--- src/hdl/te_pkg.sv ---
// te_pkg: shared types and constants of the tab expander
// item kinds, queue entry, configuration bundle and field widths
// no dependencies
package te_pkg;

    // line and tab stop limits
    localparam int LINE_MAX   = 1024;
    localparam int LIST_STOPS = 6;

    // field and state widths
    localparam int CHAR_W = 8;
    localparam int COL_W  = 11;
    localparam int NS_W   = 12;
    localparam int STOP_W = 10;
    localparam int STEP_W = 7;
    localparam int IDX_W  = $clog2(LIST_STOPS + 1);
    localparam int CFG_W  = 3;

    // character codes
    localparam logic [CHAR_W-1:0] CH_END   = 8'd0;
    localparam logic [CHAR_W-1:0] CH_TAB   = 8'd9;
    localparam logic [CHAR_W-1:0] CH_SPACE = 8'd32;

    // configuration register indexes
    localparam logic [CFG_W-1:0] CFG_STOP_A   = 3'd0;
    localparam logic [CFG_W-1:0] CFG_TAB_STEP = 3'd6;

    // item classes decided at the front
    typedef enum logic [1:0] {
        K_CHAR,
        K_SPACE,
        K_TAB,
        K_END
    } t_kind;

    // one queue entry
    typedef struct packed {
        t_kind             kind;
        logic [CHAR_W-1:0] ch;
    } t_item;

    // live configuration seen by the back end
    typedef struct packed {
        logic [LIST_STOPS-1:0][STOP_W-1:0] stops;
        logic [STEP_W-1:0]                 tab_step;
    } t_cfg;

endpackage

--- src/hdl/te_front.sv ---
// te_front: accepts input items and classifies each byte
// depends on te_pkg; feeds te_queue
module te_front import te_pkg::*; (
    input  logic              i_clk,
    input  logic              i_rst_n,
    input  logic              i_valid,
    input  logic [CHAR_W-1:0] i_char_in,
    input  logic              i_q_full,
    output logic              o_stall,
    output logic              o_push,
    output t_item             o_item
);

    // hold the sender off while the queue is full
    assign o_stall = i_q_full;
    assign o_push  = i_valid && !i_q_full;

    // byte classification
    always_comb begin
        o_item.ch = i_char_in;
        if (i_char_in == CH_END) begin
            o_item.kind = K_END;
        end else if (i_char_in == CH_TAB) begin
            o_item.kind = K_TAB;
        end else if (i_char_in == CH_SPACE) begin
            o_item.kind = K_SPACE;
        end else begin
            o_item.kind = K_CHAR;
        end
    end

    // a push never happens against a full queue
    a_no_push_full: assert property (@(posedge i_clk) disable iff (!i_rst_n)
        o_push |-> !i_q_full) else $error("push into full queue");

endmodule

--- src/hdl/te_queue.sv ---
// te_queue: two-entry queue between the front and the back end
// depends on te_pkg
module te_queue import te_pkg::*; (
    input  logic  i_clk,
    input  logic  i_rst_n,
    input  logic  i_push,
    input  t_item i_item,
    input  logic  i_pop,
    output logic  o_full,
    output logic  o_valid,
    output t_item o_head
);

    t_item       r_mem [2];
    logic        r_wr_ptr;
    logic        r_rd_ptr;
    logic [1:0]  r_count;
    logic        n_wr_ptr;
    logic        n_rd_ptr;
    logic [1:0]  n_count;

    assign o_full  = (r_count == 2'd2);
    assign o_valid = (r_count != 2'd0);
    assign o_head  = r_mem[r_rd_ptr];

    // pointer and count update
    always_comb begin
        n_wr_ptr = r_wr_ptr;
        n_rd_ptr = r_rd_ptr;
        n_count  = r_count;
        if (i_push) begin
            n_wr_ptr = !r_wr_ptr;
        end
        if (i_pop) begin
            n_rd_ptr = !r_rd_ptr;
        end
        if (i_push && !i_pop) begin
            n_count = r_count + 2'd1;
        end else if (i_pop && !i_push) begin
            n_count = r_count - 2'd1;
        end
    end

    always_ff @(posedge i_clk) begin
        if (!i_rst_n) begin
            r_wr_ptr <= 1'b0;
            r_rd_ptr <= 1'b0;
            r_count  <= 2'd0;
        end else begin
            r_wr_ptr <= n_wr_ptr;
            r_rd_ptr <= n_rd_ptr;
            r_count  <= n_count;
        end
    end

    // entry storage
    always_ff @(posedge i_clk) begin
        if (i_push) begin
            r_mem[r_wr_ptr] <= i_item;
        end
    end

    a_count_range: assert property (@(posedge i_clk) disable iff (!i_rst_n)
        r_count <= 2'd2) else $error("queue count out of range");
    a_no_pop_empty: assert property (@(posedge i_clk) disable iff (!i_rst_n)
        i_pop |-> o_valid) else $error("pop from empty queue");
    a_ptrs_match: assert property (@(posedge i_clk) disable iff (!i_rst_n)
        (r_count == 2'd0 || r_count == 2'd2) |-> (r_wr_ptr == r_rd_ptr))
        else $error("queue pointers disagree with count");

endmodule

--- src/hdl/te_back.sv ---
// te_back: line state, tab stop advance and result register
// depends on te_pkg; takes items from te_queue
module te_back import te_pkg::*; (
    input  logic              i_clk,
    input  logic              i_rst_n,
    input  t_cfg              i_cfg,
    input  logic              i_q_valid,
    input  t_item             i_q_head,
    output logic              o_q_pop,
    output logic              o_valid,
    input  logic              i_stall,
    output logic [COL_W-1:0]  o_pad_spaces,
    output logic [CHAR_W-1:0] o_char_out,
    output logic              o_line_end
);

    localparam logic [COL_W-1:0] LMAX = COL_W'(LINE_MAX);

    logic [COL_W-1:0]  r_column;
    logic [COL_W-1:0]  r_pending;
    logic [NS_W-1:0]   r_next_stop;
    logic [IDX_W-1:0]  r_stop_idx;
    logic              r_o_valid;
    logic [COL_W-1:0]  r_o_pad;
    logic [CHAR_W-1:0] r_o_char;
    logic              r_o_line_end;

    logic [COL_W-1:0]  n_column;
    logic [COL_W-1:0]  n_pending;
    logic [NS_W-1:0]   n_next_stop;
    logic [IDX_W-1:0]  n_stop_idx;
    logic              n_o_valid;
    logic [COL_W-1:0]  n_o_pad;
    logic [CHAR_W-1:0] n_o_char;
    logic              n_o_line_end;

    logic              out_free;
    logic [NS_W-1:0]   pos;
    logic              need_step;
    logic [STEP_W-1:0] step;
    logic [STOP_W-1:0] list_stop;
    logic [COL_W-1:0]  room;
    logic [NS_W-1:0]   tab_gap;
    logic [NS_W:0]     total;
    logic [COL_W-1:0]  sat_pending;

    assign out_free = !r_o_valid || !i_stall;

    // position the next byte would land on, and the next stop test
    assign pos       = NS_W'(r_column) + NS_W'(r_pending);
    assign need_step = (pos >= r_next_stop);
    assign step      = (i_cfg.tab_step == '0) ? STEP_W'(1) : i_cfg.tab_step;

    // current listed stop, zero once the list is used up
    always_comb begin
        list_stop = '0;
        if (r_stop_idx < IDX_W'(LIST_STOPS)) begin
            list_stop = i_cfg.stops[r_stop_idx];
        end
    end

    // blanks added by this item, clipped at the end of the line
    assign room    = LMAX - r_column;
    assign tab_gap = r_next_stop - pos;
    always_comb begin
        if (i_q_head.kind == K_TAB) begin
            total = (NS_W+1)'(r_pending) + (NS_W+1)'(tab_gap);
        end else begin
            total = (NS_W+1)'(r_pending) + (NS_W+1)'(1);
        end
        sat_pending = (total > (NS_W+1)'(room)) ? room : total[COL_W-1:0];
    end

    // item execution: one tab stop step or one item per cycle, unless a stalled output holds a character or line end
    always_comb begin
        n_column     = r_column;
        n_pending    = r_pending;
        n_next_stop  = r_next_stop;
        n_stop_idx   = r_stop_idx;
        n_o_valid    = r_o_valid && i_stall;
        n_o_pad      = r_o_pad;
        n_o_char     = r_o_char;
        n_o_line_end = r_o_line_end;
        o_q_pop      = 1'b0;
        if (i_q_valid) begin
            if (i_q_head.kind == K_END) begin
                if (out_free) begin
                    n_o_valid    = 1'b1;
                    n_o_pad      = '0;
                    n_o_char     = CH_END;
                    n_o_line_end = 1'b1;
                    n_column     = '0;
                    n_pending    = '0;
                    n_next_stop  = '0;
                    n_stop_idx   = '0;
                    o_q_pop      = 1'b1;
                end
            end else if (r_column > LMAX) begin
                // past the line limit: drop the byte
                o_q_pop = 1'b1;
            end else if (need_step) begin
                // move the next stop forward by one stop
                if (list_stop != '0) begin
                    n_next_stop = NS_W'(list_stop);
                    n_stop_idx  = r_stop_idx + IDX_W'(1);
                end else begin
                    n_stop_idx  = IDX_W'(LIST_STOPS);
                    n_next_stop = r_next_stop + NS_W'(step);
                end
            end else begin
                case (i_q_head.kind)
                    K_SPACE, K_TAB: begin
                        n_pending = sat_pending;
                        o_q_pop   = 1'b1;
                    end
                    K_CHAR: begin
                        if (out_free) begin
                            n_o_valid    = 1'b1;
                            n_o_pad      = r_pending;
                            n_o_char     = i_q_head.ch;
                            n_o_line_end = 1'b0;
                            n_column     = r_column + r_pending + COL_W'(1);
                            n_pending    = '0;
                            o_q_pop      = 1'b1;
                        end
                    end
                    default: begin
                        o_q_pop = 1'b0;
                    end
                endcase
            end
        end
    end

    // control state
    always_ff @(posedge i_clk) begin
        if (!i_rst_n) begin
            r_column    <= '0;
            r_pending   <= '0;
            r_next_stop <= '0;
            r_stop_idx  <= '0;
            r_o_valid   <= 1'b0;
        end else begin
            r_column    <= n_column;
            r_pending   <= n_pending;
            r_next_stop <= n_next_stop;
            r_stop_idx  <= n_stop_idx;
            r_o_valid   <= n_o_valid;
        end
    end

    // result payload
    always_ff @(posedge i_clk) begin
        r_o_pad      <= n_o_pad;
        r_o_char     <= n_o_char;
        r_o_line_end <= n_o_line_end;
    end

    assign o_valid      = r_o_valid;
    assign o_pad_spaces = r_o_pad;
    assign o_char_out   = r_o_char;
    assign o_line_end   = r_o_line_end;

    a_pending_fits: assert property (@(posedge i_clk) disable iff (!i_rst_n)
        (r_column <= LMAX) |-> (pos <= NS_W'(LINE_MAX)))
        else $error("pending blanks run past line limit");
    a_column_range: assert property (@(posedge i_clk) disable iff (!i_rst_n)
        r_column <= LMAX + COL_W'(1)) else $error("column out of range");
    a_idx_range: assert property (@(posedge i_clk) disable iff (!i_rst_n)
        r_stop_idx <= IDX_W'(LIST_STOPS)) else $error("stop index out of range");
    a_end_clears: assert property (@(posedge i_clk) disable iff (!i_rst_n)
        (o_q_pop && i_q_head.kind == K_END) |=>
        (r_column == '0 && r_pending == '0 && r_o_line_end && r_o_valid))
        else $error("line end did not clear the line state");

endmodule

--- src/hdl/tab_expander_core.sv ---
// tab_expander_core: top level of the tab expander, holds the configuration registers
// depends on te_pkg, te_front, te_queue, te_back
//
//  channel  | handshake            | payload
//  ---------+----------------------+--------------------------------------------
//  input    | i_valid / o_stall    | i_char_in
//  output   | o_valid / i_stall    | o_pad_spaces, o_char_out, o_line_end
//  config   | i_cfg_we             | i_cfg_idx, i_cfg_data
//
// An item moves into a two-entry queue on the edge it is accepted; the back end then
// handles queued items in order, first moving the next stop across each tab stop that
// lies before the byte, and writes each character or line end to the output register.
// A result thus waits behind every item still queued ahead and every tab stop crossed.
// Reset is synchronous: line state clears, stop_a returns to 8, tab_step to 8, others 0.
// A stalled output holds the result; the queue keeps taking items until it fills.
module tab_expander_core import te_pkg::*; (
    input  logic              i_clk,
    input  logic              i_rst_n,
    input  logic              i_valid,
    output logic              o_stall,
    input  logic [CHAR_W-1:0] i_char_in,
    output logic              o_valid,
    input  logic              i_stall,
    output logic [COL_W-1:0]  o_pad_spaces,
    output logic [CHAR_W-1:0] o_char_out,
    output logic              o_line_end,
    input  logic              i_cfg_we,
    input  logic [CFG_W-1:0]  i_cfg_idx,
    input  logic [STOP_W-1:0] i_cfg_data
);

    t_cfg  r_cfg;
    logic  q_full;
    logic  q_push;
    t_item q_in;
    logic  q_pop;
    logic  q_valid;
    t_item q_head;

    // configuration registers
    always_ff @(posedge i_clk) begin
        if (!i_rst_n) begin
            // stop_a sits in the low entry, every other listed stop clears
            r_cfg.stops    <= (LIST_STOPS*STOP_W)'(8);
            r_cfg.tab_step <= STEP_W'(8);
        end else if (i_cfg_we) begin
            if (i_cfg_idx < CFG_W'(LIST_STOPS)) begin
                r_cfg.stops[i_cfg_idx] <= i_cfg_data;
            end else if (i_cfg_idx == CFG_TAB_STEP) begin
                r_cfg.tab_step <= i_cfg_data[STEP_W-1:0];
            end
        end
    end

    // front: accept and classify
    te_front u_front (
        .i_clk     (i_clk),
        .i_rst_n   (i_rst_n),
        .i_valid   (i_valid),
        .i_char_in (i_char_in),
        .i_q_full  (q_full),
        .o_stall   (o_stall),
        .o_push    (q_push),
        .o_item    (q_in)
    );

    // queue between front and back
    te_queue u_queue (
        .i_clk   (i_clk),
        .i_rst_n (i_rst_n),
        .i_push  (q_push),
        .i_item  (q_in),
        .i_pop   (q_pop),
        .o_full  (q_full),
        .o_valid (q_valid),
        .o_head  (q_head)
    );

    // back: line state and results
    te_back u_back (
        .i_clk        (i_clk),
        .i_rst_n      (i_rst_n),
        .i_cfg        (r_cfg),
        .i_q_valid    (q_valid),
        .i_q_head     (q_head),
        .o_q_pop      (q_pop),
        .o_valid      (o_valid),
        .i_stall      (i_stall),
        .o_pad_spaces (o_pad_spaces),
        .o_char_out   (o_char_out),
        .o_line_end   (o_line_end)
    );

endmodule
--- config.mk ---
export PLATFORM = sky130hd
export DESIGN_NAME = tab_expander_core
export DESIGN_NICKNAME = d
export VERILOG_FILES = /design/src/hdl/te_pkg.sv /design/src/hdl/te_front.sv /design/src/hdl/te_queue.sv /design/src/hdl/te_back.sv /design/src/hdl/tab_expander_core.sv
export SDC_FILE = /design/constraint.sdc
export NUM_CORES = 1
export LEC_CHECK = 0
export ABC_CLOCK_PERIOD_IN_PS = 6150
export BUFFER_PORTS_ARGS = -buffer_cell sky130_fd_sc_hd__buf_2
export CAP_MARGIN = 20
export CORE_MARGIN = 2
export CORE_UTILIZATION = 55
export DETAILED_ROUTE_END_ITERATION = 7
export PLACE_DENSITY_LB_ADDON = 0.1
export SLEW_MARGIN = 0
export SYNTH_ARGS = -nofsm -noshare
export SYNTH_HDL_FRONTEND = slang
export SYNTH_SLANG_ARGS = --single-unit
--- constraint.sdc ---
create_clock -name i_clk -period 6.15 [get_ports i_clk]
set_input_delay 0.9225 -clock i_clk [delete_from_list [all_inputs] [get_ports i_clk]]
set_output_delay 0.9225 -clock i_clk [all_outputs]
set_load 0.02 [all_outputs]
* Yosys cells after proc, flatten, opt, wreduce, memory -nomap -nowiden
Memory sizes are Yosys's and may differ from the RTL's. A register that Yosys moved wholly into a read port is not among the register bits.
Index checks and enable logic that the tools add are counted.
** Storage, ports and cells
- Flip-flop bits (word level) :: 129
- Bits in writable memories :: 20
- Output and inout bits :: 22
- Memories kept :: 1
** Operators by class
- Add/sub/neg operators :: 11
- Order comparisons :: 8
- Equal/unequal tests :: 10
- Mux-type cells :: 68
- Bitwise operators :: 1
- Reductions and logical operators :: 28
** Memories
- u_queue.r_mem :: depth 2, width 10, read ports 1, clocked after Yosys merged registers in 1, write ports 1, line te_queue.sv:14 : t_item r_mem [2];
** Operators with widths (number)
- two-way mux 11 bit :: 16
- bitwise mux 60 bit :: 1
- two-way mux 12 bit :: 5
- two-way mux 8 bit :: 6
- binary-select mux 10 bit (select 3 bit) :: 1
- demux 10 bit (select 3 bit) :: 1
- two-way mux 10 bit :: 3
- two-way mux 1 bit :: 22
- case mux 11 bit (2 select lines) :: 1
- two-way mux 3 bit :: 5
- adder 11 x 12 -> 13 bit :: 1
- greater-than comparator 13 x 11 -> 1 bit :: 1
- two-way mux 13 bit :: 1
- adder 11 x 1 -> 12 bit (second input constant) :: 1
- adder 11 x 11 -> 12 bit :: 1
- adder 12 x 7 -> 12 bit :: 1
- >= comparator 12 bit :: 1
- subtractor 12 bit :: 1
- adder 11 x 1 -> 11 bit (second input constant) :: 1
- adder 11 bit :: 1
- greater-than comparator 11 bit (second input constant) :: 1
- subtractor 11 bit (first input constant) :: 1
- nonzero test 10 bit :: 1
- equality test 8 x 4 -> 1 bit (second input constant) :: 1
- other kinds (29) :: 51

* Logic depth before layout (Yosys ltp)
- Word-level depth :: 11
- Mapped depth :: 31
- Depth with buffers taken out :: 31

* Cells and area by module
From an unflattened synthesis, not the netlist that was laid out.
** Unflattened totals
- Cell total of the unflattened synthesis :: 971
- Area total of the unflattened synthesis :: 9182.6 µm²
** Modules (own cells, without submodules)
- te_back :: times used 1, cells an instance 668, area an instance 5672.9 µm², seq. area each 1361.3 µm²
- tab_expander_core :: times used 1, cells an instance 235, area an instance 2459.9 µm², seq. area each 1341.3 µm²
- te_queue :: times used 1, cells an instance 53, area an instance 939.7 µm², seq. area each 700.7 µm²
- te_front :: times used 1, cells an instance 15, area an instance 110.1 µm², seq. area each 0.0 µm²

* Worst setup path after synthesis
OpenSTA, ideal clock, no wires.
- Path type :: register to register
- Start :: register u_back.r_column[0]
- End :: register u_back.r_pending[1]
- Setup time :: 0.060 ns
- Arrival :: 5.319 ns
- Data required time :: 6.090 ns
- Path slack :: 0.771 ns
- Stages on the path, launching flop included :: 31
- Buffers on the path :: 0
- Clock period less this slack :: 5.379 ns
- Cell sequence :: dfxtp_1 -> ha_1 -> inv_1 -> fa_1 -> nor2b_1 -> o21ai_0 -> nand2b_1 -> a21oi_1 -> o21bai_1 -> xnor2_1 -> ha_1 -> o21a_1 -> o31a_1 -> o21a_1 -> nor2_1 -> xnor2_1 -> ha_1 -> a21oi_1 -> nand3_1 -> o211ai_1 -> nand2_1 -> o21ai_0 -> and2_1 -> ha_1 -> nand2_1 -> nor2_1 -> o31a_1 -> o31ai_1 -> nand4_1 -> a21oi_1 -> a221o_1
** Between the ends
- Cells in the longest elaborated chain, start to end :: 10
- Elaborated cells between the ends (all ways) :: 16
- Classes of those cells :: 4 x add/sub; 3 x order compare; 2 x eq/ne; 6 x mux; 1 x reduce/logical
** Ends and longest elaborated chain
- start, declared :: line te_back.sv:19 : logic [COL_W-1:0] r_column;
- start signal, assigned :: line te_back.sv:144 : r_column <= n_column;
- adder 11 x 11 -> 12 bit :: line te_back.sv:50 : assign pos = NS_W'(r_column) + NS_W'(r_pending);
- subtractor 12 bit :: line te_back.sv:64 : assign tab_gap = r_next_stop - pos;
- adder 11 x 12 -> 13 bit :: line te_back.sv:67 : total = (NS_W+1)'(r_pending) + (NS_W+1)'(tab_gap);
- two-way mux 13 bit :: line te_back.sv:66 : if (i_q_head.kind == K_TAB) begin
- greater-than comparator 13 x 11 -> 1 bit :: line te_back.sv:71 : sat_pending = (total > (NS_W+1)'(room)) ? room : total[COL_W-1:0];
- two-way mux 11 bit :: line te_back.sv:71
- case mux 11 bit (2 select lines) :: line te_back.sv:111 : case (i_q_head.kind)
- two-way mux 11 bit :: line te_back.sv:101 : end else if (need_step) begin
- two-way mux 11 bit :: line te_back.sv:98 : end else if (r_column > LMAX) begin
- two-way mux 11 bit :: line te_back.sv:86 : if (i_q_head.kind == K_END) begin
- end signal, assigned :: line te_back.sv:145 : r_pending <= n_pending;
- end, declared :: line te_back.sv:20 : logic [COL_W-1:0] r_pending;
Several ways; a longest one is shown, not always the timed one. The select of a mux whose other input is x is not followed.
A chain may end at the register's enable or synchronous reset.

* Worst setup path after layout
- Start :: register u_back.r_pending[0]
- End :: register u_back.r_pending[10]
** Between the ends
- Cells in the longest elaborated chain, start to end :: 10
- Elaborated cells between the ends (all ways) :: 14
- Classes of those cells :: 4 x add/sub; 2 x order compare; 1 x eq/ne; 6 x mux; 1 x reduce/logical
** Ends and longest elaborated chain (line)
- adder 11 x 11 -> 12 bit :: te_back.sv:50
- subtractor 12 bit :: te_back.sv:64
- adder 11 x 12 -> 13 bit :: te_back.sv:67
- two-way mux 13 bit :: te_back.sv:66
- greater-than comparator 13 x 11 -> 1 bit :: te_back.sv:71
- two-way mux 11 bit :: te_back.sv:71
- case mux 11 bit (2 select lines) :: te_back.sv:111
- two-way mux 11 bit :: te_back.sv:101
- two-way mux 11 bit :: te_back.sv:98
- two-way mux 11 bit :: te_back.sv:86
Several ways; a longest one is shown, not always the timed one. The select of a mux whose other input is x is not followed.

==> run metrics <==
final hold vios=0; maximum count of clock buffers along a single path=2; floorplan die height=roughly 130 µm; Peak supply drop=approximately 0.24 mV; type of element launching the critical path=flop; post-route cell area=10200 µm²; pin count of the biggest net entering global routing=89; PD cells=approximately 420 nW/µm²; iteration count of the initial detailed-routing pass=5; post-synthesis sequential element count=150; Total Negative Setup Slacks=0 ps; most used flip-flop cell after synthesis=sky130_fd_sc_hd__dfxtp_1; DRC errors left=0; maximum clock frequency=174 MHz; cell area after placement=~9500 µm²; vias in the first global route=7226; min-delay worst type=reg -> reg; area of the mapped netlist=slightly above 9000 µm²; clock tree from TritonCTS=built; number of vias per cell=about 6.0; Max Cap Violations=0; global routing usage summed across all routing layers=a little over a quarter; Synth Area in Compound Gates=17.5%; sequential element share of the synthesized area=between 30% and 40%; H-tree depth=4; Post-Synth Adder-Cell Area=approximately a tenth; post-detailed-placement half-perimeter wirelength=between 15000 and 20000 µm; total power after layout=roughly 4300 µW; Port-buffer cells=47; global-route wire length before repair=37800 µm; data arrival time of the worst path=approximately 6100 ps; worst path bufs/invs=2; number of buffers inserted during clock tree synthesis=17; fraction of post-synthesis cell area in the top cell type by area=around a quarter; cell type contributing the most total cell area after synthesis=sky130_fd_sc_hd__dfxtp_1; most repeated library cell on the critical path=sky130_fd_sc_hd__ha_1; # nets final=between 1000 and 1500; ports placed on the boundary=48; Max Transition Viols Final=0; number of diodes=0; Static Leakage=0.00413 µW; time the final worst path needs with I/O delays and setup=around 5700 ps; fraction of synthesized area in multiplexers=about 5.4%; horizontal die dimension=around 130 µm; ratio of cells with drive above 1 in the final layout=10.4%; kind of critical path=reg -> reg; run status=complete, no violations; Area contributors post-synth=sky130_fd_sc_hd__dfxtp_1 24%, sky130_fd_sc_hd__edfxtp_1 13%, sky130_fd_sc_hd__ha_1 8.4%, sky130_fd_sc_hd__nand2_1 7.1%, sky130_fd_sc_hd__a21oi_1 6.2%; total number of placement rows=46; Die Footprint=between 15000 and 20000 µm²; Post-synth EDFFs=40; Layout Area Growth over Synthesis=12.2%; worst stage delay on the critical path=just under 400 ps; initial core utilization=between 50% and 60%; clock tree sinks=150; maximum fanout count along the critical path=7; overall routed net length=roughly 23000 µm; simple logic cell fraction of the synthesized area=between 20% and 30%; crit share post-route=between 90% and 100%; Post-Synth XOR/XNOR Area=under 10%; combinational family with the most area after synthesis=simple AND/OR/NAND/NOR gates; cell with the most instances after synthesis=sky130_fd_sc_hd__nand2_1; total setup violations reported at the end of the flow=0; final setup skew=13.7 ps; normalized max-slew margin=26.8%; grt ovf=0; average detailed-routed wire length per instance=17.7 µm; ANT nets after route=0; CP Data Required Time=roughly 6500 ps; buffer cell driving the clock tree root=sky130_fd_sc_hd__clkbuf_16; core area=16000 µm²; slowest stage cell on the critical path=sky130_fd_sc_hd__dfxtp_2; number of nets produced by synthesis=1139; antenna violations before repair=0; Cell variety after synth=between 60 and 70; clock latency on the worst-skew pair=between 400 and 500 ps; cell type group with the largest total delay on the critical path=compound AO/OA/AOI/OAI gates; Mapped Cells=around 1000; clock transition at the registers of the reported paths=roughly 70 ps; mean area per synthesized cell=8.68 µm²; Async SR Flop Fraction=0%; drt first-iter violations=around 650; synth warn=0; element type at the critical path end=flop; routed via count=around 7800; leading post-synthesis cells by instance count=172 x sky130_fd_sc_hd__nand2_1, 112 x sky130_fd_sc_hd__a21oi_1, 110 x sky130_fd_sc_hd__dfxtp_1, 79 x sky130_fd_sc_hd__nor2_1, 61 x sky130_fd_sc_hd__ha_1; worst slew pin tran=between 1000 and 1500 ps; global placer's final weighted congestion=0.903
[per-stage QoR]
step | cells | util, % | hold slack, ps | worst slack [ps]
final | 1317 | 63.7 | 453 | 407
after global routing | 1317 | 63.7 | 472 | -55.8
after CTS | 1314 | 63.3 | 452 | 185
after detailed placement | 1282 | 59.6 | 445 | 209
after global placement | 1282 | 59.6 | 438 | 348
after floorplan | 1047 | - | 432 | 771
[report_power, final]
part / total (µW) / switching [µW] / internal (µW)
logic: 2030 / 1250 / 774
clock network: 1050 / 419 / 631
registers: 1220 / 81.0 / 1140
[logic make-up (layout without fill, tap and decap cells)]
kind of cell               Yosys count  after routing
buffers and inverters               92            146
DFF                                150            150
adders and majority gates           66             66
muxes                               33             33
and+or+nand+nor                    394            394
AOI/OAI and AO/OA                  252            252
xor gates and xnor gates            60             60
[timing repair]
item,CTS,global route
setup buffers,0,3
gates resized for setup,0,8
hold buffers,0,0
endpoints found under the setup margin,0,11
[tightest hold or removal path, delay by kind of cell (launching register included)]
kind	cells	cell delay, ps
compound gates	1	50
flops	1	310
simple gates	1	50
[layer usage]
| metal | track usage, % | vias to the layer above | part of all wire [%] |
|---|---|---|---|
| li1 | - | 3836 | - |
| met1 | 39.6 | 3713 | 48 |
| met2 | 40.9 | 254 | 44 |
| met3 | 4.60 | 34 | 6.3 |
| met4 | 7.77 | 0 | 1.8 |
| met5 | 0 | - | 0 |
[layout make-up]
cell class                      count  area, µm²
Inverter                           44        165
Multi-Input combinational cell    805       5350
Sequential cell                   150       3400
Timing Repair Buffer               70        408
Clock buffer                       24        515
Fill cell                        1430       5800
Clock inverter                      8       82.6
Tap cell                          216        270
[placed cells by master (no fill, tap or decap), types with 5 or more instances in the layout]
master	instances
sky130_fd_sc_hd__nand2_1	172
sky130_fd_sc_hd__a21oi_1	110
sky130_fd_sc_hd__dfxtp_1	109
sky130_fd_sc_hd__nor2_1	79
sky130_fd_sc_hd__ha_1	61
sky130_fd_sc_hd__buf_2	47
sky130_fd_sc_hd__inv_1	42
sky130_fd_sc_hd__edfxtp_1	40
sky130_fd_sc_hd__o21ai_0	37
sky130_fd_sc_hd__xnor2_1	33
sky130_fd_sc_hd__nand3_1	27
sky130_fd_sc_hd__xor2_1	27
sky130_fd_sc_hd__nor3_1	24
sky130_fd_sc_hd__buf_4	23
sky130_fd_sc_hd__mux2i_1	22
sky130_fd_sc_hd__clkbuf_16	19
sky130_fd_sc_hd__nor2b_1	18
sky130_fd_sc_hd__nand2b_1	15
sky130_fd_sc_hd__a21o_1	15
sky130_fd_sc_hd__a22o_1	10
sky130_fd_sc_hd__mux4_1	10
sky130_fd_sc_hd__nor4_1	8
sky130_fd_sc_hd__o21a_1	8
sky130_fd_sc_hd__and3_1	8
sky130_fd_sc_hd__a211o_1	8
sky130_fd_sc_hd__and4_1	7
sky130_fd_sc_hd__a211oi_1	6
sky130_fd_sc_hd__or3_1	6
sky130_fd_sc_hd__a22oi_1	6
sky130_fd_sc_hd__a32o_1	6
sky130_fd_sc_hd__nand4_1	5
sky130_fd_sc_hd__a221o_1	5
sky130_fd_sc_hd__fa_1	5
[path summary, 6_finish.rpt]
check,from,end,slack [ps],cells past startpoint
hold / removal,r_cfg[58]$_SDFFE_PN0P_,r_cfg[58]$_SDFFE_PN0P_,450,2
hold reg to reg,r_cfg[58]$_SDFFE_PN0P_,r_cfg[58]$_SDFFE_PN0P_,450,2
setup reg to reg,u_back.r_pending[0]$_SDFFE_PN0P_,u_back.r_pending[10]$_SDFFE_PN0P_,410,31
setup / recovery,u_back.r_pending[0]$_SDFFE_PN0P_,u_back.r_pending[10]$_SDFFE_PN0P_,410,31
[flip-flops by register name, indices dropped and copies added, names as in the netlist, named ones only]
| signal | flops |
|---|---|
| r_cfg | 67 |
| u_back.o_char_out | 8 |
| u_back.o_line_end | 1 |
| u_back.o_pad_spaces | 11 |
| u_back.o_valid | 1 |
| u_back.r_column | 11 |
| u_back.r_next_stop | 12 |
| u_back.r_pending | 11 |
| u_back.r_stop_idx | 3 |
| u_queue.r_count | 2 |
| u_queue.r_mem | 20 |
| u_queue.r_rd_ptr | 1 |
| u_queue.r_wr_ptr | 1 |
(Power assumes the default switching activity.)
